$ cat src/lef_pkg.sv
`timescale 1ns / 1ps

package lef_pkg;

  // Line geometry
  localparam int MaxWidth = 2048;
  localparam int ColW     = $clog2(MaxWidth);
  localparam int RowW     = 16;
  localparam int WidthW   = 12;
  localparam int CfgW     = 16;

  // Result queue; also bounds the results in flight
  localparam int FifoDepth = 8;
  localparam int FifoPtrW  = $clog2(FifoDepth);
  localparam int FifoCntW  = FifoPtrW + 1;

  // Register indexes
  localparam logic REG_FRAME_WIDTH  = 1'b0;
  localparam logic REG_FRAME_HEIGHT = 1'b1;

  // Reset values of the registers
  localparam logic [WidthW-1:0] ResetWidth  = WidthW'(640);
  localparam logic [RowW-1:0]   ResetHeight = RowW'(480);

  typedef struct packed {
    logic [7:0] red;
    logic [7:0] green;
    logic [7:0] blue;
  } pix_t;

  // One window column: top, middle and bottom row
  typedef struct packed {
    pix_t top;
    pix_t mid;
    pix_t bot;
  } column_t;

  // Nine samples of one channel, column by column, center at index 4
  typedef logic [8:0][7:0] chan_win_t;

  // Row and frame marks carried along with a result
  typedef struct packed {
    logic emit;
    logic row_done;
    logic frame_done;
  } mark_t;

  typedef struct packed {
    logic [7:0] red;
    logic [7:0] green;
    logic [7:0] blue;
    logic       row_done;
    logic       frame_done;
  } result_t;

endpackage

$ cat src/lef_lap.sv
`timescale 1ns / 1ps

module lef_lap (
  input  logic               clk_i,
  input  logic               en_i,
  input  lef_pkg::chan_win_t win_i,
  output logic [7:0]         edge_o
);

  logic        [11:0] sum9;
  logic        [11:0] nine_c;
  logic signed [12:0] resp_d;
  logic signed [12:0] resp_q;

  // Nine times the center minus all nine samples
  always_comb begin
    sum9 = '0;
    for (int k = 0; k < 9; k++) begin
      sum9 = sum9 + 12'(win_i[k]);
    end
    nine_c = {1'b0, win_i[4], 3'b000} + 12'(win_i[4]);
    resp_d = $signed({1'b0, nine_c}) - $signed({1'b0, sum9});
  end

  always_ff @(posedge clk_i) begin
    if (en_i) begin
      resp_q <= resp_d;
    end
  end

  // Clamp to 0..255
  always_comb begin
    if (resp_q[12] || (resp_q == 13'sd0)) begin
      edge_o = 8'd0;
    end else if (resp_q[11:0] >= 12'd255) begin
      edge_o = 8'hFF;
    end else begin
      edge_o = resp_q[7:0];
    end
  end

endmodule

$ cat config.mk
export PLATFORM = sky130hd
export DESIGN_NAME = lef_lap
export DESIGN_NICKNAME = d
export VERILOG_FILES = /design/src/lef_pkg.sv /design/src/lef_lap.sv
export SDC_FILE = /design/constraint.sdc
export NUM_CORES = 1
export LEC_CHECK = 0
export BUFFER_PORTS_ARGS = -buffer_cell sky130_fd_sc_hd__clkbuf_2
export CELL_PAD_IN_SITES_DETAIL_PLACEMENT = 1
export CELL_PAD_IN_SITES_GLOBAL_PLACEMENT = 2
export CORE_UTILIZATION = 33
export CTS_CLUSTER_DIAMETER = 100
export DETAILED_ROUTE_END_ITERATION = 12
export PLACE_DENSITY = 0.88
export SKIP_CTS_REPAIR_TIMING = 1
export SLEW_MARGIN = 30
export SYNTH_ARGS = -nofsm -noshare
export SYNTH_HDL_FRONTEND = slang
export SYNTH_SLANG_ARGS = --single-unit
$ cat constraint.sdc
create_clock -name clk_i -period 5.83 [get_ports clk_i]
set_input_delay 0.8745 -clock clk_i [delete_from_list [all_inputs] [get_ports clk_i]]
set_output_delay 0.8745 -clock clk_i [all_outputs]
set_load 0.02 [all_outputs]
# Word-level counts from Yosys, hierarchy flattened

Index checks and enable logic that the tools add are counted.

Register bits after elaboration: 13
Logic and storage cells: 16
Output and inout bits: 8
Bits of input ports: 74

Magnitude comparators: 1
Mux-type cells: 2
Add/subtract/negate cells: 10
Reductions and logical operators: 2

Operators by type and width:

| operator            | number |
|---|---|
| $add 12x8->12       | 4 |
| $add 11x8->12       | 2 |
| $mux 8              | 2 |
| $logic_not 13->1    | 1 |
| $sub 12x12->13      | 1 |
| $ge 12x8->1 const B | 1 |
| $add 10x8->11       | 1 |
| $add 9x8->10        | 1 |
| $add 8x8->9         | 1 |
| $logic_or 1x1->1    | 1 |

# Depth between registers and ports, before layout

Gate-level depths: netlist of run 1.

Depth in word-level cells: 9
Mapped depth: 17
Gate-level depth less buffers: 17

# Worst setup path before layout of run 1

No wires, ideal clock.

Kind: in2reg
Start: input win_i[9] (netlist bit)
End: register resp_q[11], data pin
Path buffers: 0
Arrival: 4.856 ns
Required time: 5.570 ns
Stages: 16
Setup slack: 0.714 ns
Library setup time: 0.260 ns
Cell sequence: inv_1 fa_1 fa_1 fa_1 inv_1 fa_1 fa_1 inv_1 ha_1 inv_1 fa_1 nor2b_2 o211ai_1 a21boi_1 o221ai_1 xnor2_1

Word-level cells in the longest chain between the ends: 9

Ends and longest elaborated chain:

| element                    | RTL line      | text |
|---|---|---|
| start, declared            | lef_lap.sv:6  | `input lef_pkg::chan_win_t win_i,` |
| $add 8x8->9                | lef_lap.sv:19 | `sum9 = sum9 + 12'(win_i[k]);` |
| $add 9x8->10               | lef_lap.sv:19 |  |
| $add 10x8->11              | lef_lap.sv:19 |  |
| $add 11x8->12              | lef_lap.sv:19 |  |
| $add 12x8->12 (4 in a row) | lef_lap.sv:19 |  |
| $sub 12x12->13             | lef_lap.sv:22 | `resp_d = $signed({1'b0, nine_c}) - $signed({1'b0, sum9});` |
| net resp_d[11]             | lef_lap.sv:12 | `logic signed [12:0] resp_d;` |
| end signal, assigned       | lef_lap.sv:27 | `resp_q <= resp_d;` |
| end, declared              | lef_lap.sv:13 | `logic signed [12:0] resp_q;` |

The timed path passes the listed nets, and every way through them passes these cells.
A chain may end at the register's enable or synchronous reset.

# Worst setup path in the final report of run 1

Start: input win_i[33] (netlist bit)
End: register resp_q[11], data pin

Word-level cells in the longest chain between the ends: 6
Elaborated cells on any way between the ends: 7
Those cells by class: 7 x add/sub

Ends and longest elaborated chain:

| element                    | RTL line |
|---|---|
| $add 11x8->12              | lef_lap.sv:19 |
| $add 12x8->12 (4 in a row) | lef_lap.sv:19 |
| $sub 12x12->13 (*)         | lef_lap.sv:22 |
| net resp_d[11]             | lef_lap.sv:12 |

The timed path passes the listed nets; every way through them passes the cells marked *.

==> PnR_summary.wiki, run 1 <==
{| class="wikitable"
! Metric !! Value
|-
| Share of layout cells above drive strength 1 || 0.229
|-
| Async SR Flop Fraction || 0
|-
| Via-to-Cell Ratio || 4.29
|-
| MaxCap Viol Count || 0
|-
| Buffer cell driving the clock tree root || sky130_fd_sc_hd__clkbuf_8
|-
| Unrepaired setup endpoints after global routing || no
|-
| Slew margin rel. || 0.785
|-
| Mapped Area || 2990 sq um
|-
| Floorplan die height || 97.2 um
|-
| Placed wire-length estimate after detailed placement || 5690 um
|-
| Pre-antenna DRT Iters || 3
|-
| Max frequency || 191 MHz
|-
| Number of top-level pins || 82
|-
| GRT Util Overall || 0.140
|-
| Run status || completed
|-
| Count of yosys warnings during synthesis || 0
|-
| Initial antenna violation count || 0
|-
| Global placement routability congestion || 0.797
|-
| Number of distinct library cell variants in the gate-level netlist after synthesis || 30
|-
| Number of register bits inferred by synthesis || 13
|-
| Maximum number of pins on one net before global-route repair || 14
|-
| Starting DRC count in detailed routing || 27
|-
| Final hold viol count || 0
|-
| Crit path time final || 5.25 ns
|-
| Hold WC Path Type || input port to flop
|-
| Synthesized Nets || 472
|-
| Most used flip-flop cell after synthesis || sky130_fd_sc_hd__edfxtp_1
|-
| Number of levels the H-tree was split into || 1
|-
| Area delta synth->final || 18.8%
|-
| Most frequent cells in the layout || sky130_fd_sc_hd__inv_1, sky130_fd_sc_hd__clkbuf_2, sky130_fd_sc_hd__fa_1, sky130_fd_sc_hd__nor2_1, sky130_fd_sc_hd__ha_1
|-
| Max reg flops || 13
|-
| Launch point of the worst path || win_i[33]
|-
| Vias in the first global route || 2551
|-
| Number of placement rows || 34
|-
| Remaining antenna violation count || 0
|-
| WP data arrival || 5.23 ns
|-
| Data required, critical path || 5.82 ns
|-
| Path type of the worst setup path || input port to flop
|-
| Hold Crit Start || en_i
|-
| Vias post-DR || 2130
|-
| Die width || 97.2 um
|-
| Initial cell density of the core || 0.341
|-
| Max-slew violation total from the final report || 0
|-
| Sequential-to-total area share from yosys stat || 0.131
|-
| Gate count of the mapped netlist || 308
|-
| Input/output buffers || 81
|-
| Highest fanout seen on the critical path || 3
|-
| Crit path capture type || flop
|-
| Antenna Cells || 0
|-
| Average routed wire per standard cell || 11.7 um
|-
| Nets@finish || 554
|-
| TritonCTS clock tree || built
|-
| Total Wirelength || 5820 um
|-
| Top flop regs || resp_q: 13 flops
|-
| Residual DRC count || 0
|-
| Sink count of the clock tree || 13
|-
| Maximum buffer depth of the clock tree || 2
|-
| Area of the core region || 8760 sq um
|-
| Most common library cell in the layout ignoring fill and taps || sky130_fd_sc_hd__inv_1
|-
| Clock buffers created by TritonCTS || 3
|-
| Number of enable-type register cells in the synthesized netlist || 13
|-
| Pin slew with the least headroom to its limit || 0.322 ns
|-
| Per-instance average area after synthesis || 9.70 sq um
|-
| Final setup violating endpoints || 0
|-
| Overflow after GRT || 0
|-
| Startpoint type of the worst setup path || input port
|-
| Register containing the most flip-flops in the final layout || resp_q
|-
| Global-route wire length before repair || 10800 um
|-
| DIE AREA || 9440 sq um
|-
| Sum Neg Setup Slack || 0 ns
|-
| Period Utilization, post-route || 0.900
|-
| Clock transition at the register clock pins on the worst setup and hold paths after CTS || 0.06 ns
|}
==> final cells by class <==
class                      count  area (sq um)
fill                        1048          5220
multi-input combinational    159          2080
inverter                     132           495
timing repair buffer          81           405
sequential                    13           390
tap                          108           135
clock buffer                   3          41.3
clock inverter                 1          5.00
==> through the flow <==
| step | utilization | setup slack, ns | instance area [sq um] | hold WS [ns] | instances |
|---|---|---|---|---|---|
| floorplan | - | 0.714 | 2990 | 0.987 | 308 |
| global placement | 0.400 | 0.418 | 3500 | 1.33 | 493 |
| detailed placement | 0.400 | 0.302 | 3500 | 1.34 | 493 |
| CTS | 0.405 | 0.547 | 3550 | 1.09 | 497 |
| global route | 0.405 | 0.363 | 3550 | 1.10 | 497 |
| finish | 0.405 | 0.584 | 3550 | 1.09 | 497 |
==> Yosys cell counts (all sizes together), types with 2 or more instances <==
cell type	n	area, sq um
o211ai	3	22.5
nand3	2	10.0
o21ai	3	15.0
mux2i	2	20.0
nand2	7	26.3
nor2	20	75.1
buf	3	22.5
ha	19	238
a21oi	7	42.5
edfxtp	13	390
a21o	3	22.5
xnor2	9	78.8
inv	132	495
a31oi	3	18.8
fa	71	1420
==> metal layers <==
layer	wire length [um]	vias to the layer above	global-route usage	part of all wire
met5	0	-	0	0
met4	13	0	0.0103	0.0022
met3	228	2	0.0165	0.039
met2	3310	57	0.283	0.57
met1	2280	1047	0.161	0.39
li1	-	1024	-	-
==> worst max-delay path: stages <==
cell,delay [ns]
sky130_fd_sc_hd__clkbuf_2,0.13
sky130_fd_sc_hd__inv_1,0.07
sky130_fd_sc_hd__fa_1,0.55
sky130_fd_sc_hd__fa_1,0.45
sky130_fd_sc_hd__fa_1,0.55
sky130_fd_sc_hd__inv_1,0.06
sky130_fd_sc_hd__fa_1,0.50
sky130_fd_sc_hd__fa_1,0.48
sky130_fd_sc_hd__inv_1,0.07
sky130_fd_sc_hd__ha_1,0.20
sky130_fd_sc_hd__inv_1,0.07
sky130_fd_sc_hd__fa_1,0.41
sky130_fd_sc_hd__nor2b_2,0.15
sky130_fd_sc_hd__o211ai_1,0.11
sky130_fd_sc_hd__a21boi_1,0.22
sky130_fd_sc_hd__o221ai_1,0.18
sky130_fd_sc_hd__xnor2_1,0.17
==> cell families (layout without fill, tap and decap cells) <==
logic type                 Yosys count  count (layout)  synth area share
and+or+nand+nor                     33              33            0.0477
buffers and inverters              136             217             0.175
DFF                                 13              13             0.131
AOI/OAI and AO/OA                   24              24            0.0557
adders and majority gates           90              90             0.555
xor gates and xnor gates            10              10            0.0293
muxes                                2               2           0.00670
==> path summary, 6_finish.rpt <==
check / end / slack (ns) / cells past startpoint
max: resp_q[11]$_DFFE_PP_ / 0.58 / 17
min: resp_q[5]$_DFFE_PP_ / 1.09 / 1
Power of run 1 is left out: the tool's default activity adds up to more than one toggle a clock period on the data nets, which glitch-free logic cannot reach.
==> run 2: changes to the inputs <==
==> constraint.sdc (replaced) <==
create_clock -name clk_i -period 5.83 [get_ports clk_i]
set_input_delay 1.166 -clock clk_i [delete_from_list [all_inputs] [get_ports clk_i]]
set_output_delay 1.166 -clock clk_i [all_outputs]
set_load 0.02 [all_outputs]
==> run 2 against run 1 <==
Final cell count unchanged. Non-clock buffer count unchanged. Critical endpoint unchanged. Global-route usage decreased by 0.17 points. Wire length decreased by 0.27%. Critical path depth unchanged. Count of clock-buffer cells in the layout unchanged. Setup slack got worse by 0.30 ns. Die area unchanged.
==> PnR_summary.wiki, run 2 (synthesis gave the netlist of run 1 again) <==
{| class="wikitable"
! Metric !! Value
|-
| Max reg flops || 13
|-
| Global placement routability congestion || 0.797
|-
| Final hold viol count || 0
|-
| Residual DRC count || 0
|-
| Sink count of the clock tree || 13
|-
| Number of top-level pins || 82
|-
| Overflow after GRT || 0
|-
| DIE AREA || 9440 sq um
|-
| Hold Crit Start || en_i
|-
| Buffer cell driving the clock tree root || sky130_fd_sc_hd__clkbuf_8
|-
| Most frequent cells in the layout || sky130_fd_sc_hd__inv_1, sky130_fd_sc_hd__clkbuf_2, sky130_fd_sc_hd__fa_1, sky130_fd_sc_hd__nor2_1, sky130_fd_sc_hd__ha_1
|-
| Total Wirelength || 5810 um
|-
| Post-route worst hold slack || 1.38 ns
|-
| Worst Path Buf+Inv || 5
|-
| Final setup violating endpoints || 0
|-
| Max-slew violation total from the final report || 0
|-
| Initial cell density of the core || 0.341
|-
| Global-route wire length before repair || 10700 um
|-
| Average routed wire per standard cell || 11.7 um
|-
| Final core area utilization || 0.405
|-
| Run status || completed
|-
| Filler instances || 1050
|-
| Period Utilization, post-route || 0.951
|-
| Floorplan die height || 97.2 um
|-
| Data required, critical path || 5.82 ns
|-
| Nets@finish || 554
|-
| Sum Neg Setup Slack || 0 ns
|-
| Number of levels the H-tree was split into || 1
|-
| FF+latch area || 390 sq um
|-
| Input/output buffers || 81
|-
| Most common library cell in the layout ignoring fill and taps || sky130_fd_sc_hd__inv_1
|-
| Highest fanout seen on the critical path || 3
|-
| Area delta synth->final || 18.8%
|-
| Register containing the most flip-flops in the final layout || resp_q
|-
| Number of placement rows || 34
|-
| Share of layout cells above drive strength 1 || 0.229
|-
| Slowest CP cell || sky130_fd_sc_hd__fa_1
|-
| Remaining antenna violation count || 0
|-
| Max frequency || 180 MHz
|-
| Total area of multi-input combinational cells || 2080 sq um
|-
| Cell mode on critical path || sky130_fd_sc_hd__fa_1
|-
| Launch point of the worst path || win_i[33]
|-
| Crit path time final || 5.55 ns
|-
| Starting DRC count in detailed routing || 37
|-
| Unrepaired setup endpoints after global routing || no
|-
| Initial antenna violation count || 0
|-
| Area of the core region || 8760 sq um
|-
| Crit path cell chain || clkbuf_2 > inv_1 > fa_1 > fa_1 > fa_1 > inv_1 > fa_1 > fa_1 > inv_1 > ha_1 > inv_1 > fa_1 > nor2b_2 > o211ai_1 > a21boi_1 > o221ai_1 > xnor2_1
|-
| Top flop regs || resp_q: 13 flops
|-
| TritonCTS clock tree || built
|-
| Startpoint type of the worst setup path || input port
|-
| Placed wire-length estimate after detailed placement || 5650 um
|-
| Hold WC Path Type || input port to flop
|-
| Vias post-DR || 2129
|-
| WP data arrival || 5.53 ns
|-
| Slew margin rel. || 0.783
|-
| Pre-CTS setup slack || 0.0150 ns
|-
| Maximum number of pins on one net before global-route repair || 14
|-
| Via-to-Cell Ratio || 4.28
|-
| Antenna Cells || 0
|-
| Path type of the worst setup path || input port to flop
|-
| Pin slew with the least headroom to its limit || 0.325 ns
|-
| Vias in the first global route || 2553
|-
| Clock transition at the register clock pins on the worst setup and hold paths after CTS || 0.05 ns
|-
| GRT Util Overall || 0.138
|-
| Die width || 97.2 um
|-
| Final WS setup || 0.283 ns
|-
| Pre-antenna DRT Iters || 4
|-
| Slowest Stage Delay on Critical Path || 0.56 ns
|-
| CP delay by family, top || adder cells
|-
| MaxCap Viol Count || 0
|-
| Clock buffers created by TritonCTS || 3
|-
| Crit path capture type || flop
|-
| Maximum buffer depth of the clock tree || 2
|}
==> run 2: cell counts in the layout (fill, tap and decap cells not counted) <==
Identical to the previous run, type by type.
==> run 2: worst paths after layout <==
path              cells after the start                    to
setup / recovery                     17  resp_q[11]$_DFFE_PP_
hold / removal                        1   resp_q[5]$_DFFE_PP_
==> run 2: per-stage QoR <==
stage	area, sq um	std cells
final	3550	497
after global routing	3550	497
after CTS	3550	497
after detailed placement	3500	493
after global placement	3500	493
after floorplan	2990	308
==> run 2: layout make-up <==
cell class,instances,area share
inverter,132,0.140
clock buffer,3,0.0116
multi-input combinational,159,0.585
clock inverter,1,0.00141
sequential,13,0.110
tap,108,0.0381
timing repair buffer,81,0.114
==> run 2: routing by layer <==
metal  track usage  wire length (um)
met4        0.0103                13
met2         0.279              3280
met5             0                 0
met3        0.0187               275
met1         0.158              2240
Power of run 2 is left out for the same reason.
