--- src/lef_pkg.sv ---
`timescale 1ns / 1ps

package lef_pkg;

  // Line geometry
  localparam int MaxWidth = 2048;
  localparam int ColW     = $clog2(MaxWidth);
  localparam int RowW     = 16;
  localparam int WidthW   = 12;
  localparam int CfgW     = 16;

  // Result queue; also bounds the results in flight
  localparam int FifoDepth = 8;
  localparam int FifoPtrW  = $clog2(FifoDepth);
  localparam int FifoCntW  = FifoPtrW + 1;

  // Register indexes
  localparam logic REG_FRAME_WIDTH  = 1'b0;
  localparam logic REG_FRAME_HEIGHT = 1'b1;

  // Reset values of the registers
  localparam logic [WidthW-1:0] ResetWidth  = WidthW'(640);
  localparam logic [RowW-1:0]   ResetHeight = RowW'(480);

  typedef struct packed {
    logic [7:0] red;
    logic [7:0] green;
    logic [7:0] blue;
  } pix_t;

  // One window column: top, middle and bottom row
  typedef struct packed {
    pix_t top;
    pix_t mid;
    pix_t bot;
  } column_t;

  // Nine samples of one channel, column by column, center at index 4
  typedef logic [8:0][7:0] chan_win_t;

  // Row and frame marks carried along with a result
  typedef struct packed {
    logic emit;
    logic row_done;
    logic frame_done;
  } mark_t;

  typedef struct packed {
    logic [7:0] red;
    logic [7:0] green;
    logic [7:0] blue;
    logic       row_done;
    logic       frame_done;
  } result_t;

endpackage

--- src/lef_cell.sv ---
`timescale 1ns / 1ps

module lef_cell (
  input  logic              clk_i,
  input  logic              rst_ni,
  input  logic              en_i,
  input  lef_pkg::column_t  col_i,
  output lef_pkg::column_t  col_o
);

  lef_pkg::column_t col_q;

  // Take the neighbor's column on each pixel transfer
  always_ff @(posedge clk_i or negedge rst_ni) begin
    if (!rst_ni) begin
      col_q <= '0;
    end else if (en_i) begin
      col_q <= col_i;
    end
  end

  assign col_o = col_q;

endmodule

--- config.mk ---
export PLATFORM = sky130hd
export DESIGN_NAME = lef_cell
export DESIGN_NICKNAME = d
export VERILOG_FILES = /design/src/lef_pkg.sv /design/src/lef_cell.sv
export SDC_FILE = /design/constraint.sdc
export NUM_CORES = 1
export LEC_CHECK = 0
export ABC_AREA = 0
export BUFFER_PORTS_ARGS = -buffer_cell sky130_fd_sc_hd__buf_4
export CAP_MARGIN = 10
export CORE_ASPECT_RATIO = 1.2
export CORE_MARGIN = 5
export CORE_UTILIZATION = 41
export DETAILED_ROUTE_END_ITERATION = 7
export PLACE_DENSITY = 0.86
export SKIP_LAST_GASP = 1
export SLEW_MARGIN = 5
export SYNTH_ARGS = -nofsm -noshare
export SYNTH_HDL_FRONTEND = slang
export SYNTH_SLANG_ARGS = --single-unit
--- constraint.sdc ---
create_clock -name clk_i -period 0.8 [get_ports clk_i]
set_clock_uncertainty 0.05 [all_clocks]
set_input_delay 0.04 -clock clk_i [delete_from_list [all_inputs] [get_ports clk_i]]
set_output_delay 0.04 -clock clk_i [all_outputs]
set_load 0.01 [all_outputs]
# Word-level counts from Yosys, hierarchy flattened
# Index checks and enable logic that the tools add are counted.
# Widths: inputs -> output; s select.
[totals] ff_bits=72 inputBits=75 out_inout_bits=72 wordCells=9

# Logic depth before layout (Yosys ltp)
# Gate-level depths: netlist (run 1).
[depth] ltp_word=0 depth_mapped=3 depth_no_buf=1

# Worst setup path before layout (run 1)
# No wires, ideal clock.
[synth_timing] kind="flip-flop to flip-flop" startpoint="reg, netlist name col_o[0]" endpoint="reg col_q (netlist bit col_o[0])" arrival_ps=654 setup_slack_ps=-29 stages_incl_launch_ff=2 n_path_buf=0 cell_sequence="dfrtp_1 mux2_4"
[synth_rtl] item="end signal: assignment" line="lef_cell.sv:18" source="col_q <= col_i;"
[synth_rtl] item="end: declaration" line="lef_cell.sv:11" source="lef_pkg::column_t col_q;"

# Worst setup path in the final report (run 1)
[layout_timing] startpoint="reg col_q (netlist bit col_o[58])" endpoint="out col_o[58] in the netlist's numbering"
[layout_rtl] item="end: declaration" line="lef_cell.sv:8" source="output lef_pkg::column_t col_o"
# No word-level cell between the ends.

==> results of run 1 <==
[placed cells by master (no fill, tap or decap)]
| cell type | instances |
|---|---|
| buf_4 | 92 |
| dlygate4sd3_1 | 73 |
| buf_12 | 3 |
| clkinv_2 | 3 |
| buf_6 | 129 |
| mux2_4 | 70 |
| clkbuf_1 | 1 |
| clkbuf_8 | 10 |
| mux2_2 | 2 |
| bufinv_16 | 1 |
| diode_2 | 2 |
| dfrtp_1 | 72 |
[worst max-delay path, stage by stage, from the launching register on]
cell     delay, ns
dfrtp_1       0.42
buf_6         0.14
buf_6         0.11
[metal layers]
| layer | vias up | wire length [µm] |
|---|---|---|
| met4 | 0 | 210 |
| met5 | - | 0 |
| met2 | 94 | 5760 |
| li1 | 1129 | - |
| met3 | 16 | 578 |
| met1 | 1190 | 3370 |
[area by class of cell]
type	count	area, µm²	share of cell area, %
antenna	2	5.00	0.0819
sequential	72	1800	29.5
multi-input combinational	72	1070	17.6
timing repair buffer	297	2930	48.0
clock buffer	11	141	2.31
tap	90	113	1.84
clock inverter	4	45.0	0.737
[report_power, final]
part           total (µW)  leakage [µW]  switching [µW]  internal [µW]
registers            4340      0.000842             329           4010
clock network        2780     0.0000990            1280           1490
logic                3220       0.00214             945           2270
[through the flow]
stage / setup WS, ns / hold slack, ns
after global routing: -0.331 / 0.154
final: -0.286 / 0.151
after detailed placement: -0.143 / 0.0274
after global placement: -0.117 / 0.0257
after floorplan: -0.0293 / -0.306
after CTS: -0.280 / 0.136
[final timing paths]
check,slack (ns),to
worst max-delay path,-0.29,col_o[58]
worst min-delay path,0.15,col_o[49]
worst max register to register,-0.18,col_o[4]
worst min register to register,0.48,col_o[22]
max in group asynchronous,0.18,col_o[67]
min in group asynchronous,0.20,col_o[10]
[cell families after synthesis]
| kind of cell | Yosys count |
|---|---|
| buf+inv | 8 |
| mux | 72 |
| flops | 72 |
[timing repair]
| item | in CTS | in global routing |
|---|---|---|
| setup buffers | 33 | 8 |
| hold buffers | 73 | 0 |
| hold endpoints to repair | 144 | 0 |
| resized for setup | 107 | 24 |
| endpoints found under the setup margin | 144 | 144 |
==> flow_summary.ini, run 1 <==
[power]
total_power_uw = 10300
ir_drop_mv = 1.06
cellLeakagePower_uw = 0.00308
p_per_area_nw_per_um2 = 1690

[logic_synthesis]
ys_ff_latch = 72
async_reset_ff_share_pct = 100
ys_seq_area_share_pct = 59.5
yosysTopAreaCell = dfrtp_1
synth_top_family_by_area = multiplexers
synth_top_cells_by_count = dfrtp_1 (72), mux2_4 (70), buf_12 (7)
synth_cells = 152
synthSimpleGateAreaFrac_pct = 0
synth_edf_count = 0
yosys-top-cells-area = dfrtp_1 (60%), mux2_4 (35%), buf_12 (4.6%), mux2_2 (0.74%), buf_6 (0.37%)
synth_cell_types = 5
yosys.area_share.xor_xnor_pct = 0
synth_ff_type = dfrtp_1
synthMuxAreaShare_pct = 35.5
synth_adder_area_share_pct = 0
synth_nets = 227
yosysMostFrequentCell = dfrtp_1
synth_compound_area_share_pct = 0
syn_area_um2 = 3030
netlist.area_leader.share_pct = 59.5
synth_warnings = 0
syn_avg_cell_area_um2 = 19.9

[cells_and_area]
final_util_pct = 84.5
largest_reg_flops = 72
final_cells = 548
fillCellCount = 339
fin_nets = 527
drive_gt1_share_pct = 68.0
synthToLayoutAreaGrowth_pct = 102
stdcell_area_um2 = 6110

[worst_hold_path]
min_from = en_i
min-delay-path-class = in -> reg
hold-path-cell-count = 3

[setup_path]
start_kind = register
critPathRequiredTime_ns = 0.71
startpoint = col_o[58]
reg2regPathDepth = 2
reg2reg_from = col_o[4]
arrival_ns = 1.00
crit_path_max_fanout = 2
crit_type = reg -> out
end_kind = output port

[detailed_routing]
vias_per_cell = 4.43
wl_per_cell_um = 18.1
ant_nets = 0
drtIter0Drc = 40
via_count = 2429
firstDrtPassIters = 4
drt_wl_total_mm = 9.92
route.detailed.drc = 0

[grt]
top_usage_layer = met2
track_usage_pct = 22.2
use_met3_pct = 6.50
antenna_found_initial = 2
use_met1_pct = 22.6
grt_max_degree = 73
use_met2_pct = 41.4
grt_pass1_wl_mm = 15.3
grt_overflow = 0
grt_pass1_vias = 2923

[timing]
finalWorstSetupSlack_ns = -0.286
maxSlewViolCount = 0
fin_crit_sh_pct = 136
rsz0062_at_grt = true
finalSetupTns_ns = -21.47
period_minus_slack_ns = 1.09
hold_viol = 0
slew_headroom_pct = 74.5
max_slew.worst_pin.slew_ns = 0.383
finalSetupViolations = 144
fmax_mhz = 921

[clocking]
path_clk_slew_ns = 0.07
cts_made_buffers = 9
htree_levels = 3
cts_root_buf = clkbuf_8
clkSinkCount = 72
cts_max_path_buffers = 2
tritoncts = yes
worstSkewPairLatency_ns = 0.33

[floorplan]
start_util_pct = 41.9
die_y_um = 104
die-area_um2 = 9210
placementRows = 34
fp.coreArea_um2 = 7230
pin_count = 147
die_w_um = 88.4

[status]
outcome = finished, violations left
failed_checks = setup timing

[place]
place_area_um2 = 4410
dp.cells = 419
io_buffers = 146
place.gp.congestion = 0.705
dpl.hpwl_mm = 5.48

[job]
drv_cap = 0
No activity file was read; power rests on OpenSTA's default activity.
==> run 2: changes to the inputs <==
--- a/config.mk
+++ b/config.mk
@@ -5,12 +5,12 @@
 export SDC_FILE = /design/constraint.sdc
 export NUM_CORES = 1
 export LEC_CHECK = 0
-export ABC_AREA = 0
+export ABC_AREA = 1
 export BUFFER_PORTS_ARGS = -buffer_cell sky130_fd_sc_hd__buf_4
 export CAP_MARGIN = 10
 export CORE_ASPECT_RATIO = 1.2
 export CORE_MARGIN = 5
-export CORE_UTILIZATION = 41
+export CORE_UTILIZATION = 40
 export DETAILED_ROUTE_END_ITERATION = 7
 export PLACE_DENSITY = 0.86
 export SKIP_LAST_GASP = 1
==> run 2 against run 1 <==
Compared with the run above:
- the run still ends with setup timing left
- critical path depth shrank 1
- largest power group unchanged
- cell count grew 18%
- synthesized area shrank 9.2%
- final area shrank 10%
- maximum frequency grew 8.5%
- count of clock-buffer cells in the layout shrank 2
- clock power is essentially flat
- combinational power shrank 25%
==> flow_summary.ini, run 2 <==
[timing]
finalSetupTns_ns = -11.49
rsz0062_at_grt = true
slew_headroom_pct = 74.8
hold_viol = 0
fmax_mhz = 998
fin_crit_sh_pct = 125
maxSlewViolCount = 0
hold_ws_ns = 0.00140
finalWorstSetupSlack_ns = -0.202
period_minus_slack_ns = 1.00
finalSetupViolations = 89
max_slew.worst_pin.slew_ns = 0.378

[status]
outcome = finished, violations left
failed_checks = setup timing

[logic_synthesis]
yosysMostFrequentCell = nand2_1
yosys-top-cells-area = dfrtp_1 (66%), nand2_1 (29%), buf_6 (3.3%), buf_2 (1.1%), inv_6 (0.32%)
syn_avg_cell_area_um2 = 9.04
ys_seq_area_share_pct = 65.5
synth_cell_types = 6
synth_edf_count = 0
yosysTopAreaCell = dfrtp_1
synth_top_cells_by_count = nand2_1 (216), dfrtp_1 (72), buf_6 (8)
synth_cells = 304
syn_area_um2 = 2750
ys_ff_latch = 72
netlist.area_leader.share_pct = 65.5
synth_nets = 379
synth_ff_type = dfrtp_1
synth_warnings = 0
async_reset_ff_share_pct = 100

[cells_and_area]
synthToLayoutAreaGrowth_pct = 99.3
layout_common_cells = nand2_1 (197), buf_4 (95), buf_6 (84)
final_common_cell = nand2_1
fillCellCount = 359
diodes = 0
final_util_pct = 80.9
fin_nets = 633
seq_area_um2 = 1800
multiInputGateArea_um2 = 873
largest_reg_flops = 72
drive_gt1_share_pct = 39.0

[detailed_routing]
wl_per_cell_um = 17.0
via_count = 3054
drt_wl_total_mm = 11.0
route.detailed.drc = 0
firstDrtPassIters = 4
ant_nets = 0
drtIter0Drc = 129
vias_per_cell = 4.71

[worst_hold_path]
min-delay-path-class = in -> reg
hold_path_end = col_o[15]
hold-path-cell-count = 4
min_from = en_i

[clocking]
cts_made_buffers = 9
htree_levels = 3
worstSkewPairLatency_ns = 0.33
cts_max_path_buffers = 2
tritoncts = yes
clkSinkCount = 72
cts_root_buf = clkbuf_8
path_clk_slew_ns = 0.08

[setup_path]
critPathTopFamily = flip-flops
start_kind = register
cp_slowest_cell = dfrtp_1
end_kind = output port
cp_slowest_stage_delay_ns = 0.44
r2r_slack_ns = -0.19
crit_path_max_fanout = 2
regToRegEndpoint = col_o[31]
reg2reg_from = col_o[31]
critPathRequiredTime_ns = 0.71
crit_type = reg -> out
crit_buf_inv = 1
reg2regPathDepth = 4
arrival_ns = 0.91
worstPathCellList = buf_6

[grt]
grt_overflow = 0
grt_pass1_vias = 3199
antenna_found_initial = 0
track_usage_pct = 23.8
grt_pass1_wl_mm = 15.6
grt_max_degree = 73

[place]
dpl.hpwl_mm = 5.33
io_buffers = 146
place.gp.congestion = 0.798

[power]
total_power_uw = 9410
p_per_area_nw_per_um2 = 1720
ir_drop_mv = 1.17
cellLeakagePower_uw = 0.00295

[floorplan]
die_y_um = 101
placementRows = 33
die-area_um2 = 8640
start_util_pct = 40.6
fp.coreArea_um2 = 6770
die_w_um = 85.7
pin_count = 147

[job]
drv_cap = 0
==> run 2: changes by cell type in the layout (fill, tap and decap cells not counted), moves of 2 or more <==
| cell | previous run | this run |
|---|---|---|
| mux2_4 | 70 | 0 |
| diode_2 | 2 | 0 |
| buf_4 | 92 | 95 |
| buf_12 | 3 | 5 |
| nand2_1 | 0 | 197 |
| nand2_2 | 0 | 16 |
| nand2_4 | 0 | 3 |
| buf_6 | 129 | 84 |
| mux2_2 | 2 | 0 |
==> run 2: stage by stage <==
step	setup WS [ns]	area [µm²]	instances
2_1_floorplan	0.135	2750	304
3_3_place_gp	0.0950	3930	527
3_5_place_dp	0.0569	3930	527
4_1_cts	-0.185	5260	634
5_1_grt	-0.249	5480	649
6_report	-0.202	5480	649
==> run 2: power by group <==
group / internal [µW] / switching [µW]
clock: 1410 / 1330
combinational: 1460 / 962
sequential: 3960 / 282
total: 6830 / 2580
==> run 2: worst max-delay path by stage <==
stage	startpoint	cells after the start	slack, ns	end
floorplan	col_o[0]	2	0.13	col_o[0]
detailed placement	en_i	5	0.06	col_o[31]
CTS	col_o[43]	1	-0.19	col_o[43]
global placement	en_i	5	0.1	col_o[33]
global route	col_o[44]	1	-0.25	col_o[44]
finish	col_o[44]	1	-0.20	col_o[44]
==> run 2: cell type report <==
| cell class | instances | share of cell area [%] |
|---|---|---|
| timing repair buffer | 258 | 45.6 |
| sequential | 72 | 32.9 |
| multi-input combinational | 216 | 15.9 |
| clock buffer | 9 | 2.26 |
| tap | 87 | 1.99 |
| clock inverter | 6 | 1.12 |
| inverter | 1 | 0.160 |
==> run 2: layer usage <==
layer  wire length, µm  GRT usage, %  vias up
li1                  -             -     1412
met1              3610          23.4     1455
met2              6350          45.6      153
met3               633          5.48       34
met4               431          12.3        0
met5                 0             0        -
==> run 2: logic make-up after synthesis <==
logic type | synth area share [%]
flip-flops | 65.5
buffers and inverters | 4.96
AND/OR/NAND/NOR | 29.5
==> run 2: repair_timing <==
item                                   CTS  global route
hold buffers                            75             0
pin swaps                                0            12
setup endpoints to repair               72            88
setup buffers                           17            25
gates resized for setup                 72            34
endpoints found under the hold margin  144             0
==> run 3: changes to the inputs <==
--- a/config.mk
+++ b/config.mk
@@ -13,6 +13,7 @@
 export CORE_UTILIZATION = 40
 export DETAILED_ROUTE_END_ITERATION = 7
 export PLACE_DENSITY = 0.86
+export SKIP_CTS_REPAIR_TIMING = 1
 export SKIP_LAST_GASP = 1
 export SLEW_MARGIN = 5
 export SYNTH_ARGS = -nofsm -noshare
==> run 3 against run 2 <==
Compared with the run above:
- the flow still finishes with violations (setup timing)
- sequential power hardly changed
- critical endpoint is now col_o[23]
- largest cell class unchanged
- via count fell by 1.2%
- hold slack better by 0.015 ns
- sequential share of layout area increased by 0.93 points
- first-iteration DRC count decreased by 12%
==> flow_summary.ini, run 3 (synthesis gave the netlist of run 2 again) <==
[setup_path]
worst-path-stages = 1
startpoint = col_o[23]
end_kind = output port
crit_buf_inv = 1
reg2reg_from = col_o[45]
crit_type = reg -> out
critPathRequiredTime_ns = 0.71
critPathTopFamily = flip-flops
regToRegEndpoint = col_o[45]
reg2regPathDepth = 3
worstPathCellList = buf_4
cp_slowest_cell = dfrtp_1
crit_path_max_fanout = 2
start_kind = register
arrival_ns = 0.89
cp_slowest_stage_delay_ns = 0.40
r2r_slack_ns = -0.04

[clocking]
tritoncts = yes
cts_root_buf = clkbuf_8
clkSinkCount = 72
cts_max_path_buffers = 2
worstSkewPairLatency_ns = 0.33
path_clk_slew_ns = 0.08
htree_levels = 3
cts_made_buffers = 9

[cells_and_area]
fillCellCount = 397
fin_nets = 628
drive_gt1_share_pct = 34.8
largest_reg_flops = 72
synthToLayoutAreaGrowth_pct = 93.8
final_common_cell = nand2_1
final_util_pct = 78.7
layout_common_cells = nand2_1 (216), buf_4 (104), dlygate4sd3_1 (75)

[timing]
slew_headroom_pct = 74.8
period_minus_slack_ns = 0.977
fmax_mhz = 1020
maxSlewViolCount = 0
rsz0062_at_grt = true
finalSetupTns_ns = -10.85
fin_crit_sh_pct = 122
finalWorstSetupSlack_ns = -0.177
max_slew.worst_pin.slew_ns = 0.377
hold_viol = 0
finalSetupViolations = 80

[detailed_routing]
via_count = 3017
vias_per_cell = 4.68
route.detailed.drc = 0
drt_wl_total_mm = 10.3
firstDrtPassIters = 4
ant_nets = 0
drtIter0Drc = 113
wl_per_cell_um = 16.0

[grt]
grt_pass1_wl_mm = 11.5
grt_max_degree = 73
grt_overflow = 0
grt_pass1_vias = 2486
track_usage_pct = 16.9
antenna_found_initial = 1

[status]
failed_checks = setup timing
outcome = finished, violations left

[floorplan]
start_util_pct = 40.6
die_y_um = 101
die_w_um = 85.7
die-area_um2 = 8640
placementRows = 33
fp.coreArea_um2 = 6770
pin_count = 147

[power]
p_per_area_nw_per_um2 = 1730
cellLeakagePower_uw = 0.00288
total_power_uw = 9210
ir_drop_mv = 1.12

[place]
io_buffers = 146
dpl.hpwl_mm = 5.33
dpl_worst_slack_ns = 0.0569
place.gp.congestion = 0.798

[worst_hold_path]
min-delay-path-class = in -> reg
hold_path_end = col_o[21]
min_from = en_i
hold-path-cell-count = 4

[job]
drv_cap = 0
run 3: cell count changes in the layout (fill, tap and decap cells not counted), sizes merged:
| cell | before | now |
|---|---|---|
| diode | 0 | 1 |
| dlygate4sd3 | 74 | 75 |
| buf | 184 | 178 |
run 3: metal layers:
metal / global-route usage, % / wire [µm] / vias to the layer above
met3: 4.42 / 548 / 29
met2: 29.5 / 6010 / 118
met1: 19.8 / 3410 / 1463
met5: 0 / 0 / -
met4: 6.58 / 327 / 0
li1: - / - / 1407
run 3: final cells by class:
class                           instances  area [µm²]  share of cell area, %
Clock buffer                            9         124                   2.33
Inverter                                1        8.76                  0.164
Sequential cell                        72        1800                   33.8
Tap cell                               87         109                   2.04
Clock inverter                          6        61.3                   1.15
Multi-Input combinational cell        216         811                   15.2
Antenna cell                            1        2.50                 0.0470
Timing Repair Buffer                  253        2410                   45.2
run 3: report_power, final:
part / switching, µW / internal (µW) / total (µW)
Combinational: 890 / 1370 / 2260
Sequential: 270 / 3960 / 4230
Clock: 1300 / 1410 / 2710
run 3: how the worst max path moves through the flow:
stage                            to
final                     col_o[23]
after global routing      col_o[51]
after global placement    col_o[33]
after CTS                 col_o[43]
after floorplan            col_o[0]
after detailed placement  col_o[31]
run 3: worst reg2reg max path: stages, from the launching register on:
cell and delay (ns):
dfrtp_1 0.41, buf_4 0.15, nand2_1 0.06, nand2_1 0.06
run 3: stage by stage:
step	hold WS (ns)	instances	instance area, µm²
floorplan	-0.306	304	2750
global placement	0.0241	527	3930
detailed placement	0.0345	527	3930
CTS	-0.331	542	4110
global route	0.0188	645	5330
finish	0.0164	645	5330
