$ cat src/lef_ram.sv
`timescale 1ns / 1ps

module lef_ram #(
  parameter int Width = 8,
  parameter int Depth = 16
) (
  input  logic                     clk_i,
  input  logic                     we_i,
  input  logic [$clog2(Depth)-1:0] waddr_i,
  input  logic [Width-1:0]         wdata_i,
  input  logic                     re_i,
  input  logic [$clog2(Depth)-1:0] raddr_i,
  output logic [Width-1:0]         rdata_o
);

  logic [Width-1:0] mem_q [Depth];
  logic [Width-1:0] rdata_q;

  // Write port
  always_ff @(posedge clk_i) begin
    if (we_i) begin
      mem_q[waddr_i] <= wdata_i;
    end
  end

  // Registered read port
  always_ff @(posedge clk_i) begin
    if (re_i) begin
      rdata_q <= mem_q[raddr_i];
    end
  end

  assign rdata_o = rdata_q;

endmodule

$ cat config.mk
export PLATFORM = sky130hd
export DESIGN_NAME = lef_ram
export DESIGN_NICKNAME = d
export VERILOG_FILES = /design/src/lef_ram.sv
export SDC_FILE = /design/constraint.sdc
export NUM_CORES = 1
export LEC_CHECK = 0
export ABC_AREA = 1
export BUFFER_PORTS_ARGS = -buffer_cell sky130_fd_sc_hd__buf_2
export CAP_MARGIN = 20
export CORE_ASPECT_RATIO = 2
export CORE_MARGIN = 5
export CORE_UTILIZATION = 50
export CTS_CLUSTER_DIAMETER = 100
export DETAILED_ROUTE_END_ITERATION = 10
export PLACE_DENSITY = 0.66
export SLEW_MARGIN = 20
export SYNTH_ARGS = -nofsm -noshare
export SYNTH_HDL_FRONTEND = slang
export SYNTH_SLANG_ARGS = --single-unit
$ cat constraint.sdc
create_clock -name clk_i -period 1.5 [get_ports clk_i]
set_input_delay 0.225 -clock clk_i [delete_from_list [all_inputs] [get_ports clk_i]]
set_output_delay 0.225 -clock clk_i [all_outputs]
set_load 0.02 [all_outputs]
# After elaboration in Yosys (flattened, before gate mapping)
# Memories as Yosys holds them, arrays and structs flattened. A register that Yosys moved wholly into a read port is not among the register bits.
# Cells that the tools add are included.
# op_classes
n_mux	2
# ops
op	n
1-bit 2-to-1 mux	2
# word_totals
reg_bits	0
mem_bits_rw	128
in_bits	19
output_inout_bits	8
wordCells	3
n_memories	1
# mem_list
name	words	word_bits	read_ports	rd_clocked_by_memory_dff	write_ports	line	text
mem_q	16	8	1	1	1	16	logic [Width-1:0] mem_q [Depth];

# Logic depth before layout (Yosys ltp)
# Gate-level depths: netlist of the first run.
# depth
ltp_word	2
mapped_depth	8
mapped_depth_nobuf	7

# Least setup slack after synthesis of the first run
# OpenSTA, ideal clock, no wires.
# synth_timing
path_kind	input port to flip-flop
from	in waddr_i[2]
to	mem mem_q[10][0] (enable)
setup_ns	0.370
arrival_time_ns	0.806
required_ns	1.130
path_slack_ns	0.324
path_stages	2
path_buffers	0
path_cell_list	nand3b_1 -> nor2_1
# synth_rtl
item	line	text
from (decl)	9	input logic [$clog2(Depth)-1:0] waddr_i,
to (decl)	16	
# Straight into the memory's write port.

# Final worst setup path of the first run
# layout_timing
from	reg rdata_q[7], in the netlist rdata_o[7], read port of mem_q
to	out rdata_o[7]
# layout_rtl
item	line	text
from (decl)	17	logic [Width-1:0] rdata_q;
to (decl)	13	output logic [Width-1:0] rdata_o
# No word-level cell between the ends.

==> reports/metrics.yaml, run 1 <==
cts:
  cts-htree-levels: 4
  cts_setup_buffers: 0
  cts_made_buffers: 17
  clkSinkCount: 136
  path_clk_slew_ns: 0.06
  cts_tree: "done"
  ctsResizeCount: 0
  clock_latency_ns: 0.42
  clk_path_buf_depth: 2
  root_buffer: "clkbuf_16"
  hold_buffers: 0
placement:
  portBuffers: 26
  dpl.hpwl_um: 9170
  place.gp.congestion: 0.851
global_routing:
  grt_pass1_vias: 4091
  grt_pass1_wl_um: 21800
  grt_max_degree: 57
  antenna_found_initial: 0
  globalRouteOverflowTotal: 0
  grt_util_all_layers_pct: 21.2
setup_path:
  cp.arrival_ns: 0.99
  slowest_delay_ns: 0.39
  cp_max_fo: 1
  crit_chain: "buf_2"
  startpoint_type: "flop"
  cpMaxStageDelayCell: "edfxtp_1"
  crit_family: "flip-flops"
  cp.required_ns: 1.27
  critical_path_class: "reg2out"
  critPathBufInv: 1
  endpoint_kind: "primary output"
cells_and_area:
  antenna_cells: 0
  layout_common_cells: "173 x nand2_1, 136 x edfxtp_1, 100 x inv_1"
  drive_gt1_share_pct: 13.6
  area_growth_pct: 16.3
  fillCellCount: 996
  num-nets-final: 617
  final_common_cell: "nand2_1"
timing:
  min_period_over_period_pct: 80.8
  fmax_mhz: 825
  whs_ns: 0.179
  setup_viol: 0
  setup-tns-final_ns: 0
  period_minus_slack_ns: 1.21
  slew_headroom_pct: 60.5
  rsz0062_at_grt: "false"
  clock-skew-final_ns: 0.00903
  slew_violations: 0
  hold_viol: 0
  worst_pin_slew_ns: 0.592
power:
  ir_worst_vdd_uv: 995
  powerDensity_mw_per_mm2: 1320
  cellLeakagePower_nw: 2.96
yosys:
  mappedNetlistArea_mm2: 0.00585
  synth-seq-cells: 136
  syn_inst: 551
  ys.warnings.count: 0
  syn_nets: 570
  ys_types: 11
  synth.avg_cell_area_um2: 10.6
  seq_area_frac_synth_pct: 69.8
route:
  vias: 3921
  wire_per_inst_um: 18.3
  routed_wl_um: 13800
  drtAntennaViolNets: 0
  drtPass1Iterations: 5
  viasPerCell: 5.19
  drtIter0Drc: 294
  drcViolationCount: 0
job:
  max_cap_violations: 0
floorplanning:
  ios: 27
  fp.coreArea_mm2: 0.0116
  initial_core_util_pct: 50.3
  num_rows: 56
  die_area_mm2: 0.0141
  die_y_um: 163
  dieWidth_um: 86.5
outcome:
  status: "complete, no violations"
min_path:
  holdCritPathClass: "in2reg"
==> synth_stat cells (all sizes together) <==
| cell | n | area, um^2 |
|---|---|---|
| buf | 24 | 166 |
| nand2 | 173 | 649 |
| nand3b | 2 | 15.0 |
| nand3 | 97 | 485 |
| nor2 | 17 | 63.8 |
| inv | 102 | 383 |
| edfxtp | 136 | 4080 |
==> logic make-up (layout without fill, tap and decap cells) <==
logic type | Yosys count | in the layout | share of synthesized area (%)
buffers and inverters | 126 | 186 | 9.39
DFF | 136 | 136 | 69.8
and+or+nand+nor | 289 | 289 | 20.8
==> final cells by class <==
type	instances	area, um^2	area share (%)
Clock inverter	13	155	2.28
Multi-Input combinational cell	289	1210	17.8
Sequential cell	136	4080	60.1
Timing Repair Buffer	52	350	5.15
Tap cell	145	181	2.67
Inverter	102	383	5.63
Clock buffer	19	433	6.37
==> path summary, 6_finish.rpt <==
| path | endpoint | start | slack, ns | cells past startpoint |
|---|---|---|---|---|
| worst max register to register | rdata_o[5]$_DFFE_PP_ | mem_q[7][5]$_DFFE_PP_ | 0.29 | 6 |
| worst min register to register | rdata_o[3]$_DFFE_PP_ | mem_q[11][3]$_DFFE_PP_ | 0.74 | 6 |
| worst min-delay path | rdata_o[5]$_DFFE_PP_ | re_i | 0.18 | 1 |
| worst max-delay path | rdata_o[7] | rdata_o[7]$_DFFE_PP_ | 0.29 | 1 |
==> where the power goes <==
part | internal [mW] | switching (mW)
registers | 4.28 | 0.0221
clock network | 2.60 | 1.52
logic | 0.160 | 0.392
==> per-layer routing <==
layer  global-route usage (%)  wire, um  vias up
met1                     22.6      5080     1893
li1                         -         -     1872
met3                     4.25       544       33
met5                        0         0        -
met2                     38.5      7660      123
met4                     10.9       512        0
==> state kept, by name, summed over array words and instances, names as in the netlist <==
name and cells:
mem_q 128, rdata_o 8
==> metrics by stage <==
stage / worst slack (ns) / instances / utilization, % / instance area [um^2] / total power, mW
after floorplan: 0.324 / 551 / - / 5850 / 4.70
after global placement: 0.0444 / 724 / 53.4 / 6210 / 4.93
after detailed placement: 0.00466 / 724 / 53.4 / 6210 / 4.94
after CTS: 0.278 / 756 / 58.5 / 6800 / 9.03
after global routing: 0.204 / 756 / 58.5 / 6800 / 9.25
final: 0.288 / 756 / 58.5 / 6800 / 8.98
(Power assumes the default switching activity.)
==> run 2, diff against run 1 <==
--- a/config.mk
+++ b/config.mk
@@ -5,7 +5,7 @@
 export SDC_FILE = /design/constraint.sdc
 export NUM_CORES = 1
 export LEC_CHECK = 0
-export ABC_AREA = 1
+export ABC_AREA = 0
 export BUFFER_PORTS_ARGS = -buffer_cell sky130_fd_sc_hd__buf_2
 export CAP_MARGIN = 20
 export CORE_ASPECT_RATIO = 2
@@ -13,7 +13,7 @@
 export CORE_UTILIZATION = 50
 export CTS_CLUSTER_DIAMETER = 100
 export DETAILED_ROUTE_END_ITERATION = 10
-export PLACE_DENSITY = 0.66
+export PLACE_DENSITY = 0.69
 export SLEW_MARGIN = 20
 export SYNTH_ARGS = -nofsm -noshare
 export SYNTH_HDL_FRONTEND = slang
==> constraint.sdc (replaced) <==
create_clock -name clk_i -period 1 [get_ports clk_i]
set_input_delay 0.15 -clock clk_i [delete_from_list [all_inputs] [get_ports clk_i]]
set_output_delay 0.15 -clock clk_i [all_outputs]
set_load 0.02 [all_outputs]
==> run 2 against run 1 <==
  * The flow now finishes with violations (setup timing)
  * Register-to-register slack lost 0.70 ns
  * Total power up 46%
  * Clock power grew 42%
  * Synthesized cell count down 58%
  * Utilization up 5.4 points
  * Combinational power increased by 43%
  * Critical path type is now reg2reg
==> reports/metrics.yaml, run 2 <==
outcome:
  status: "complete, but fails checks"
  violations: "setup timing"
cts:
  clkSinkCount: 136  # unchanged
  clk_path_buf_depth: 2  # unchanged
  cts_made_buffers: 17  # unchanged
  path_clk_slew_ns: 0.06  # about the same
  cts_setup_buffers: 0  # unchanged
  root_buffer: "clkbuf_16"
  clock_latency_ns: 0.41  # about the same
  cts-htree-levels: 4  # unchanged
  cts_tree: "done"
timing:
  fmax_mhz: 707
  rsz0062_at_grt: "true"
  period_minus_slack_ns: 1.41
  setup_ws_ns: -0.413  # -0.701 ns
  min_period_over_period_pct: 141
  setup-tns-final_ns: -3.77  # -3.77 ns
  slew_violations: 0  # unchanged
  clock-skew-final_ns: 0.00500  # -0.00403 ns
  slew_headroom_pct: 36.9  # -24 points
  whs_ns: 0.102  # -0.0766 ns
  worst_pin_slew_ns: 0.943  # +0.351 ns
  setup_viol: 16  # +16
  hold_viol: 0  # unchanged
setup_path:
  endpoint_kind: "flop"
  crit-reg2reg-launch: "mem_q[3][0]$_DFFE_PP_"
  cp_max_fo: 1  # unchanged
  r2r_end: "rdata_o[0]$_DFFE_PP_"
  cp.required_ns: 1.15  # -0.12 ns
  critical_path_class: "reg2reg"
  rr_worst_depth: 3  # -3
  startpoint_type: "flop"
  r2r_setup_slack_ns: -0.41  # -0.70 ns
  cp.arrival_ns: 1.56  # +0.57 ns
yosys:
  syn_nets: 248  # -56%
  ys_types: 18  # +7
  synth.avg_cell_area_um2: 22.8  # +120%
  seq_area_frac_synth_pct: 78.1  # +8.3 points
  synth-seq-cells: 136  # unchanged
  synth_top_cell_by_area: "edfxtp_1"
  synth_top_area_share_pct: 78.1  # +8.3 points
  yosysMostFrequentCell: "edfxtp_1"
  ys.warnings.count: 0  # unchanged
  async_flop_share_pct: 0  # unchanged
  synth_edf_count: 136  # unchanged
  ys.flop_type: "edfxtp_1"
  mappedNetlistArea_mm2: 0.00523  # -11%
  yosys-top-cells-count: "136 x edfxtp_1, 18 x mux4_2, 16 x a22oi_1"
  netlist_top_cells_area: "edfxtp_1 78%, mux4_2 7.8%, mux4_1 7.0%"
  syn_inst: 229  # -58%
floorplanning:
  die_y_um: 155  # -5.1%
  die_area_mm2: 0.0127  # -9.7%
  num_rows: 53  # -5.4%
  initial_core_util_pct: 50.2  # -0.059 points
  dieWidth_um: 82.3  # -4.8%
  fp.coreArea_mm2: 0.0104  # -10%
  ios: 27  # unchanged
cells_and_area:
  final_common_cell: "edfxtp_1"
  postLayoutCellArea_mm2: 0.00665  # -2.2%
  area_growth_pct: 27.2
  num-nets-final: 317  # -49%
  largest_reg_flops: 128  # unchanged
  layout_common_cells: "136 x edfxtp_1, 32 x mux4_2, 18 x buf_2, 18 x buf_4, 17 x clkbuf_16"
  largest_register: "mem_q"
  antenna_cells: 0  # unchanged
  stdcell_count: 448  # -41%
  final_core_util_pct: 63.9  # +5.4 points
  drive_gt1_share_pct: 48.2  # +35 points
min_path:
  whs_path_depth: 1  # unchanged
  hold_end: "rdata_o[5]$_DFFE_PP_"
  hp-start: "re_i"
  holdCritPathClass: "in2reg"
global_routing:
  globalRouteOverflowTotal: 0  # unchanged
  grt_util_all_layers_pct: 18.0  # -3.2 points
  grt_pass1_vias: 2606  # -36%
  antenna_found_initial: 0  # unchanged
  grt_pass1_wl_um: 15700  # -28%
  grt_max_degree: 22  # -61%
route:
  viasPerCell: 5.54  # +6.9%
  routed_wl_um: 10100  # -27%
  vias: 2483  # -37%
  drtIter0Drc: 201  # -32%
  drtAntennaViolNets: 0  # unchanged
  drcViolationCount: 0  # unchanged
  drtPass1Iterations: 4  # -1
  wire_per_inst_um: 22.5  # +23%
power:
  cellLeakagePower_nw: 2.18  # -26%
  ir_worst_vdd_uv: 1500  # +51%
  powerDensity_mw_per_mm2: 1970  # +49%
  total_power_mw: 13.1  # +46%
placement:
  portBuffers: 26  # unchanged
  dp_cells: 416  # -43%
  dpl_cell_area_mm2: 0.00599  # -3.5%
  dp_slack_ns: -0.676  # -0.681 ns
  place.gp.congestion: 0.750  # -12%
  dpl.hpwl_um: 7000  # -24%
job:
  max_cap_violations: 0  # unchanged
[run 2: changes by cell type in the layout (fill, tap and decap cells not counted), sizes merged, moves of 2 or more]
| cell | change |
|---|---|
| inv | -102 |
| mux4 | +32 |
| nor3 | +4 |
| nand2b | +2 |
| buf | +8 |
| a22oi | +16 |
| nor2 | -4 |
| nand3 | -96 |
| nand2 | -164 |
[run 2: report_power, final]
group | leakage [nW] | switching (mW) | internal, mW
Sequential | 1.24 | 0.0390 | 6.43
Clock | 0.273 | 2.24 | 3.63
Combinational | 0.674 | 0.424 | 0.366
Total | 2.18 | 2.70 | 10.4
[run 2: how the worst max path moves through the flow]
stage / from / to / cells past startpoint
3_3_place_gp: raddr_i[0] / rdata_o[3]$_DFFE_PP_ / 5
5_1_grt: mem_q[3][0]$_DFFE_PP_ / rdata_o[0]$_DFFE_PP_ / 3
4_1_cts: mem_q[3][0]$_DFFE_PP_ / rdata_o[0]$_DFFE_PP_ / 3
2_1_floorplan: raddr_i[0] / rdata_o[1]$_DFFE_PP_ / 5
3_5_place_dp: raddr_i[0] / rdata_o[1]$_DFFE_PP_ / 5
6_report: mem_q[3][0]$_DFFE_PP_ / rdata_o[0]$_DFFE_PP_ / 3
[run 2: kinds of logic (layout without fill, tap and decap cells)]
logic type | Yosys count | in the layout | synth area share [%]
compound gates | 16 | 16 | 2.30
flops | 136 | 136 | 78.1
buf+inv | 10 | 92 | 1.65
simple gates | 35 | 35 | 3.14
mux | 32 | 32 | 14.8
[run 2: worst max-delay path: stages, from the launching register on]
cell and delay [ns]:
edfxtp_1 0.36, mux4_2 0.49, a22oi_2 0.20, nand2_2 0.10
[run 2: per-layer routing]
metal	up-vias	GRT usage (%)	routed length (um)	share of wire [%]
met1	1296	21.1	3660	36
li1	1108	-	-	-
met4	0	6.89	174	1.7
met2	61	30.6	5860	58
met5	-	0	0	0
met3	18	5.07	361	3.6
[run 2: cell type report]
cell class | instances | area, um^2
multi-input combinational | 83 | 1190
timing repair buffer | 60 | 636
clock buffer | 18 | 429
sequential | 136 | 4080
clock inverter | 14 | 134
fill | 714 | 3760
tap | 137 | 171
[run 2: what timing repair did]
item	CTS	global route
resized for setup	15	12
hold buffers	0	0
setup endpoints to repair	16	23
pin swaps	4	5
hold endpoints to repair	0	0
==> run 3, diff against run 2 <==
--- a/config.mk
+++ b/config.mk
@@ -14,6 +14,7 @@
 export CTS_CLUSTER_DIAMETER = 100
 export DETAILED_ROUTE_END_ITERATION = 10
 export PLACE_DENSITY = 0.69
+export RECOVER_POWER = 50
 export SLEW_MARGIN = 20
 export SYNTH_ARGS = -nofsm -noshare
 export SYNTH_HDL_FRONTEND = slang
==> run 3 against run 2 <==
  * Register-to-register slack is essentially flat
  * Design area is 0.17% lower
  * Largest cell class unchanged
  * Critical path type unchanged
  * The run still ends with setup timing left
  * Utilization fell by 0.11 points
  * Clock-buffer cell count unchanged
  * Clock skew about the same
==> reports/metrics.yaml, run 3 (synthesis results as in run 2) <==
outcome:
  status: "complete, but fails checks"
  violations: "setup timing"
cts:
  clock_latency_ns: 0.41  # about the same
  clk_path_buf_depth: 2  # unchanged
  cts_tree: "done"
  root_buffer: "clkbuf_16"
  cts_made_buffers: 17  # unchanged
  path_clk_slew_ns: 0.06  # about the same
  cts-htree-levels: 4  # unchanged
  clkSinkCount: 136  # unchanged
min_path:
  whs_path_depth: 1  # unchanged
  hold_end: "rdata_o[5]$_DFFE_PP_"
  holdCritPathClass: "in2reg"
  hp-start: "re_i"
global_routing:
  grt_pass1_wl_um: 15700  # unchanged
  use_met2_pct: 30.6  # unchanged
  grtUsageMet3_pct: 5.07  # unchanged
  antenna_found_initial: 0  # unchanged
  grt_util_all_layers_pct: 18.0  # unchanged
  top_usage_layer: "met2"
  grt_pass1_vias: 2606  # unchanged
  grt_max_degree: 22  # unchanged
  globalRouteOverflowTotal: 0  # unchanged
  grtUsageMet1_pct: 21.1  # unchanged
power:
  p_sw_mw: 2.70  # about the same
  ir_worst_vdd_uv: 1500  # about the same
  total_power_mw: 13.1  # about the same
  p_clk_share_pct: 44.7  # about the same
  cellLeakagePower_nw: 2.16  # -1.1%
  internal_power_mw: 10.4  # about the same
  pwr-share-seq_pct: 49.3  # about the same
  p_sw_share_pct: 20.6  # +0.021 points
  power_frac_comb_pct: 6.0  # about the same
  powerDensity_mw_per_mm2: 1980  # +0.16%
timing:
  min_period_over_period_pct: 140  # -1.2 points
  setup_viol: 16  # unchanged
  setup_ws_ns: -0.401  # +0.0125 ns
  rsz0062_at_grt: "true"
  fmax_mhz: 714  # +0.89%
  slew_violations: 0  # unchanged
  hold_viol: 0  # unchanged
  clock-skew-final_ns: 0.00508  # +0.0000813 ns
  period_minus_slack_ns: 1.40  # -0.0125 ns
  slew_headroom_pct: 36.9  # about the same
  worst_pin_slew_ns: 0.943  # -0.000274 ns
placement:
  dpl_cell_area_mm2: 0.00599  # unchanged
  dp_slack_ns: -0.676  # unchanged
  dpl.hpwl_um: 7000  # unchanged
  portBuffers: 26  # unchanged
  place.gp.congestion: 0.750  # unchanged
setup_path:
  endpoint_kind: "flop"
  cp_max_fo: 1  # unchanged
  crit-reg2reg-launch: "mem_q[3][0]$_DFFE_PP_"
  startpoint_type: "flop"
  cpMaxStageDelayCell: "mux4_2"
  rr_worst_depth: 3  # unchanged
  crit_chain: "mux4_2 -> a22oi_2 -> nand2_2"
  r2r_setup_slack_ns: -0.40  # about the same
  slowest_delay_ns: 0.49  # about the same
  r2r_end: "rdata_o[0]$_DFFE_PP_"
  cp.arrival_ns: 1.56  # about the same
  cp.required_ns: 1.15  # about the same
  critical_path_class: "reg2reg"
route:
  drtPass1Iterations: 5  # +1
  viasPerCell: 5.52  # -0.36%
  wire_per_inst_um: 22.5  # +0.44%
  drtIter0Drc: 213  # +6.0%
  drtAntennaViolNets: 0  # unchanged
  drcViolationCount: 0  # unchanged
  vias: 2474  # -0.36%
  routed_wl_um: 10100  # +0.44%
cells_and_area:
  largest_reg_flops: 128  # unchanged
  layout_common_cells: "136 x edfxtp_1, 32 x mux4_2, 18 x buf_4"
  final_common_cell: "edfxtp_1"
  antenna_cells: 0  # unchanged
  fillCellCount: 722  # +1.1%
  drive_gt1_share_pct: 45.3  # -2.9 points
  num-nets-final: 317  # unchanged
  largest_register: "mem_q"
  area_growth_pct: 27.0
  postLayoutCellArea_mm2: 0.00664  # -0.17%
floorplanning:
  num_rows: 53  # unchanged
  dieWidth_um: 82.3  # unchanged
  die_y_um: 155  # unchanged
  ios: 27  # unchanged
  initial_core_util_pct: 50.2  # unchanged
  fp.coreArea_mm2: 0.0104  # unchanged
  die_area_mm2: 0.0127  # unchanged
job:
  max_cap_violations: 0  # unchanged
==> run 3: changes by cell type in the layout (fill, tap and decap cells not counted) <==
cell and change:
buf_2 -9, clkbuf_1 +9
==> run 3: stage by stage <==
step	util, %	hold WS, ns	TNS [ns]	cells
after floorplan	-	0.249	-15.02	229
final	63.8	0.212	-3.77	448
after global placement	57.6	0.532	-38.64	416
after global routing	63.8	0.208	-4.35	448
after CTS	63.5	0.0909	-4.10	448
after detailed placement	57.6	0.528	-39.61	416
==> run 3: critical path, delay by kind of cell, from the launching register on <==
family | cells | cell delay, ns
flip-flops | 1 | 0.36
multiplexers | 1 | 0.49
AND/OR/NAND/NOR | 1 | 0.09
AO/OA/AOI/OAI | 1 | 0.20
==> run 3: how the worst max path moves through the flow <==
| stage | start | endpoint | slack [ns] | cells after the start |
|---|---|---|---|---|
| after floorplan | raddr_i[0] | rdata_o[1]$_DFFE_PP_ | -0.35 | 5 |
| after global placement | raddr_i[0] | rdata_o[3]$_DFFE_PP_ | -0.68 | 5 |
| after detailed placement | raddr_i[0] | rdata_o[1]$_DFFE_PP_ | -0.68 | 5 |
| after CTS | mem_q[3][0]$_DFFE_PP_ | rdata_o[0]$_DFFE_PP_ | -0.42 | 3 |
| after global routing | mem_q[3][0]$_DFFE_PP_ | rdata_o[0]$_DFFE_PP_ | -0.43 | 3 |
| final | mem_q[3][0]$_DFFE_PP_ | rdata_o[0]$_DFFE_PP_ | -0.40 | 3 |
==> run 3: area by class of cell <==
class | instances | area, um^2 | share of cell area, %
multi-input cells | 83 | 1190 | 18.0
clock buffers | 18 | 429 | 6.47
clock inverters | 14 | 134 | 2.02
repair buffers | 60 | 624 | 9.41
well taps | 137 | 171 | 2.58
flip-flops and latches | 136 | 4080 | 61.5
==> run 3: layer usage <==
layer / routed length, um / share of wire, %
met5: 0 / 0
met4: 177 / 1.8
met3: 343 / 3.4
met2: 5880 / 58
met1: 3700 / 37
==> run 3: what timing repair did <==
action | 4_1_cts | 5_1_grt
setup endpoints to repair | 16 | 23
buffers inserted | 0 | 0
pin swaps | 4 | 5
hold buffers | 0 | 0
gates resized for setup | 15 | 12
==> run 3: power groups by stage <==
stage / sequential, mW / combinational (mW) / clock [mW]
3_5_place_dp: 6.58 / 0.744 / 0
5_1_grt: 6.48 / 0.842 / 6.21
6_report: 6.47 / 0.785 / 5.87
3_3_place_gp: 6.57 / 0.730 / 0
4_1_cts: 6.46 / 0.781 / 5.95
2_1_floorplan: 6.60 / 0.388 / 0
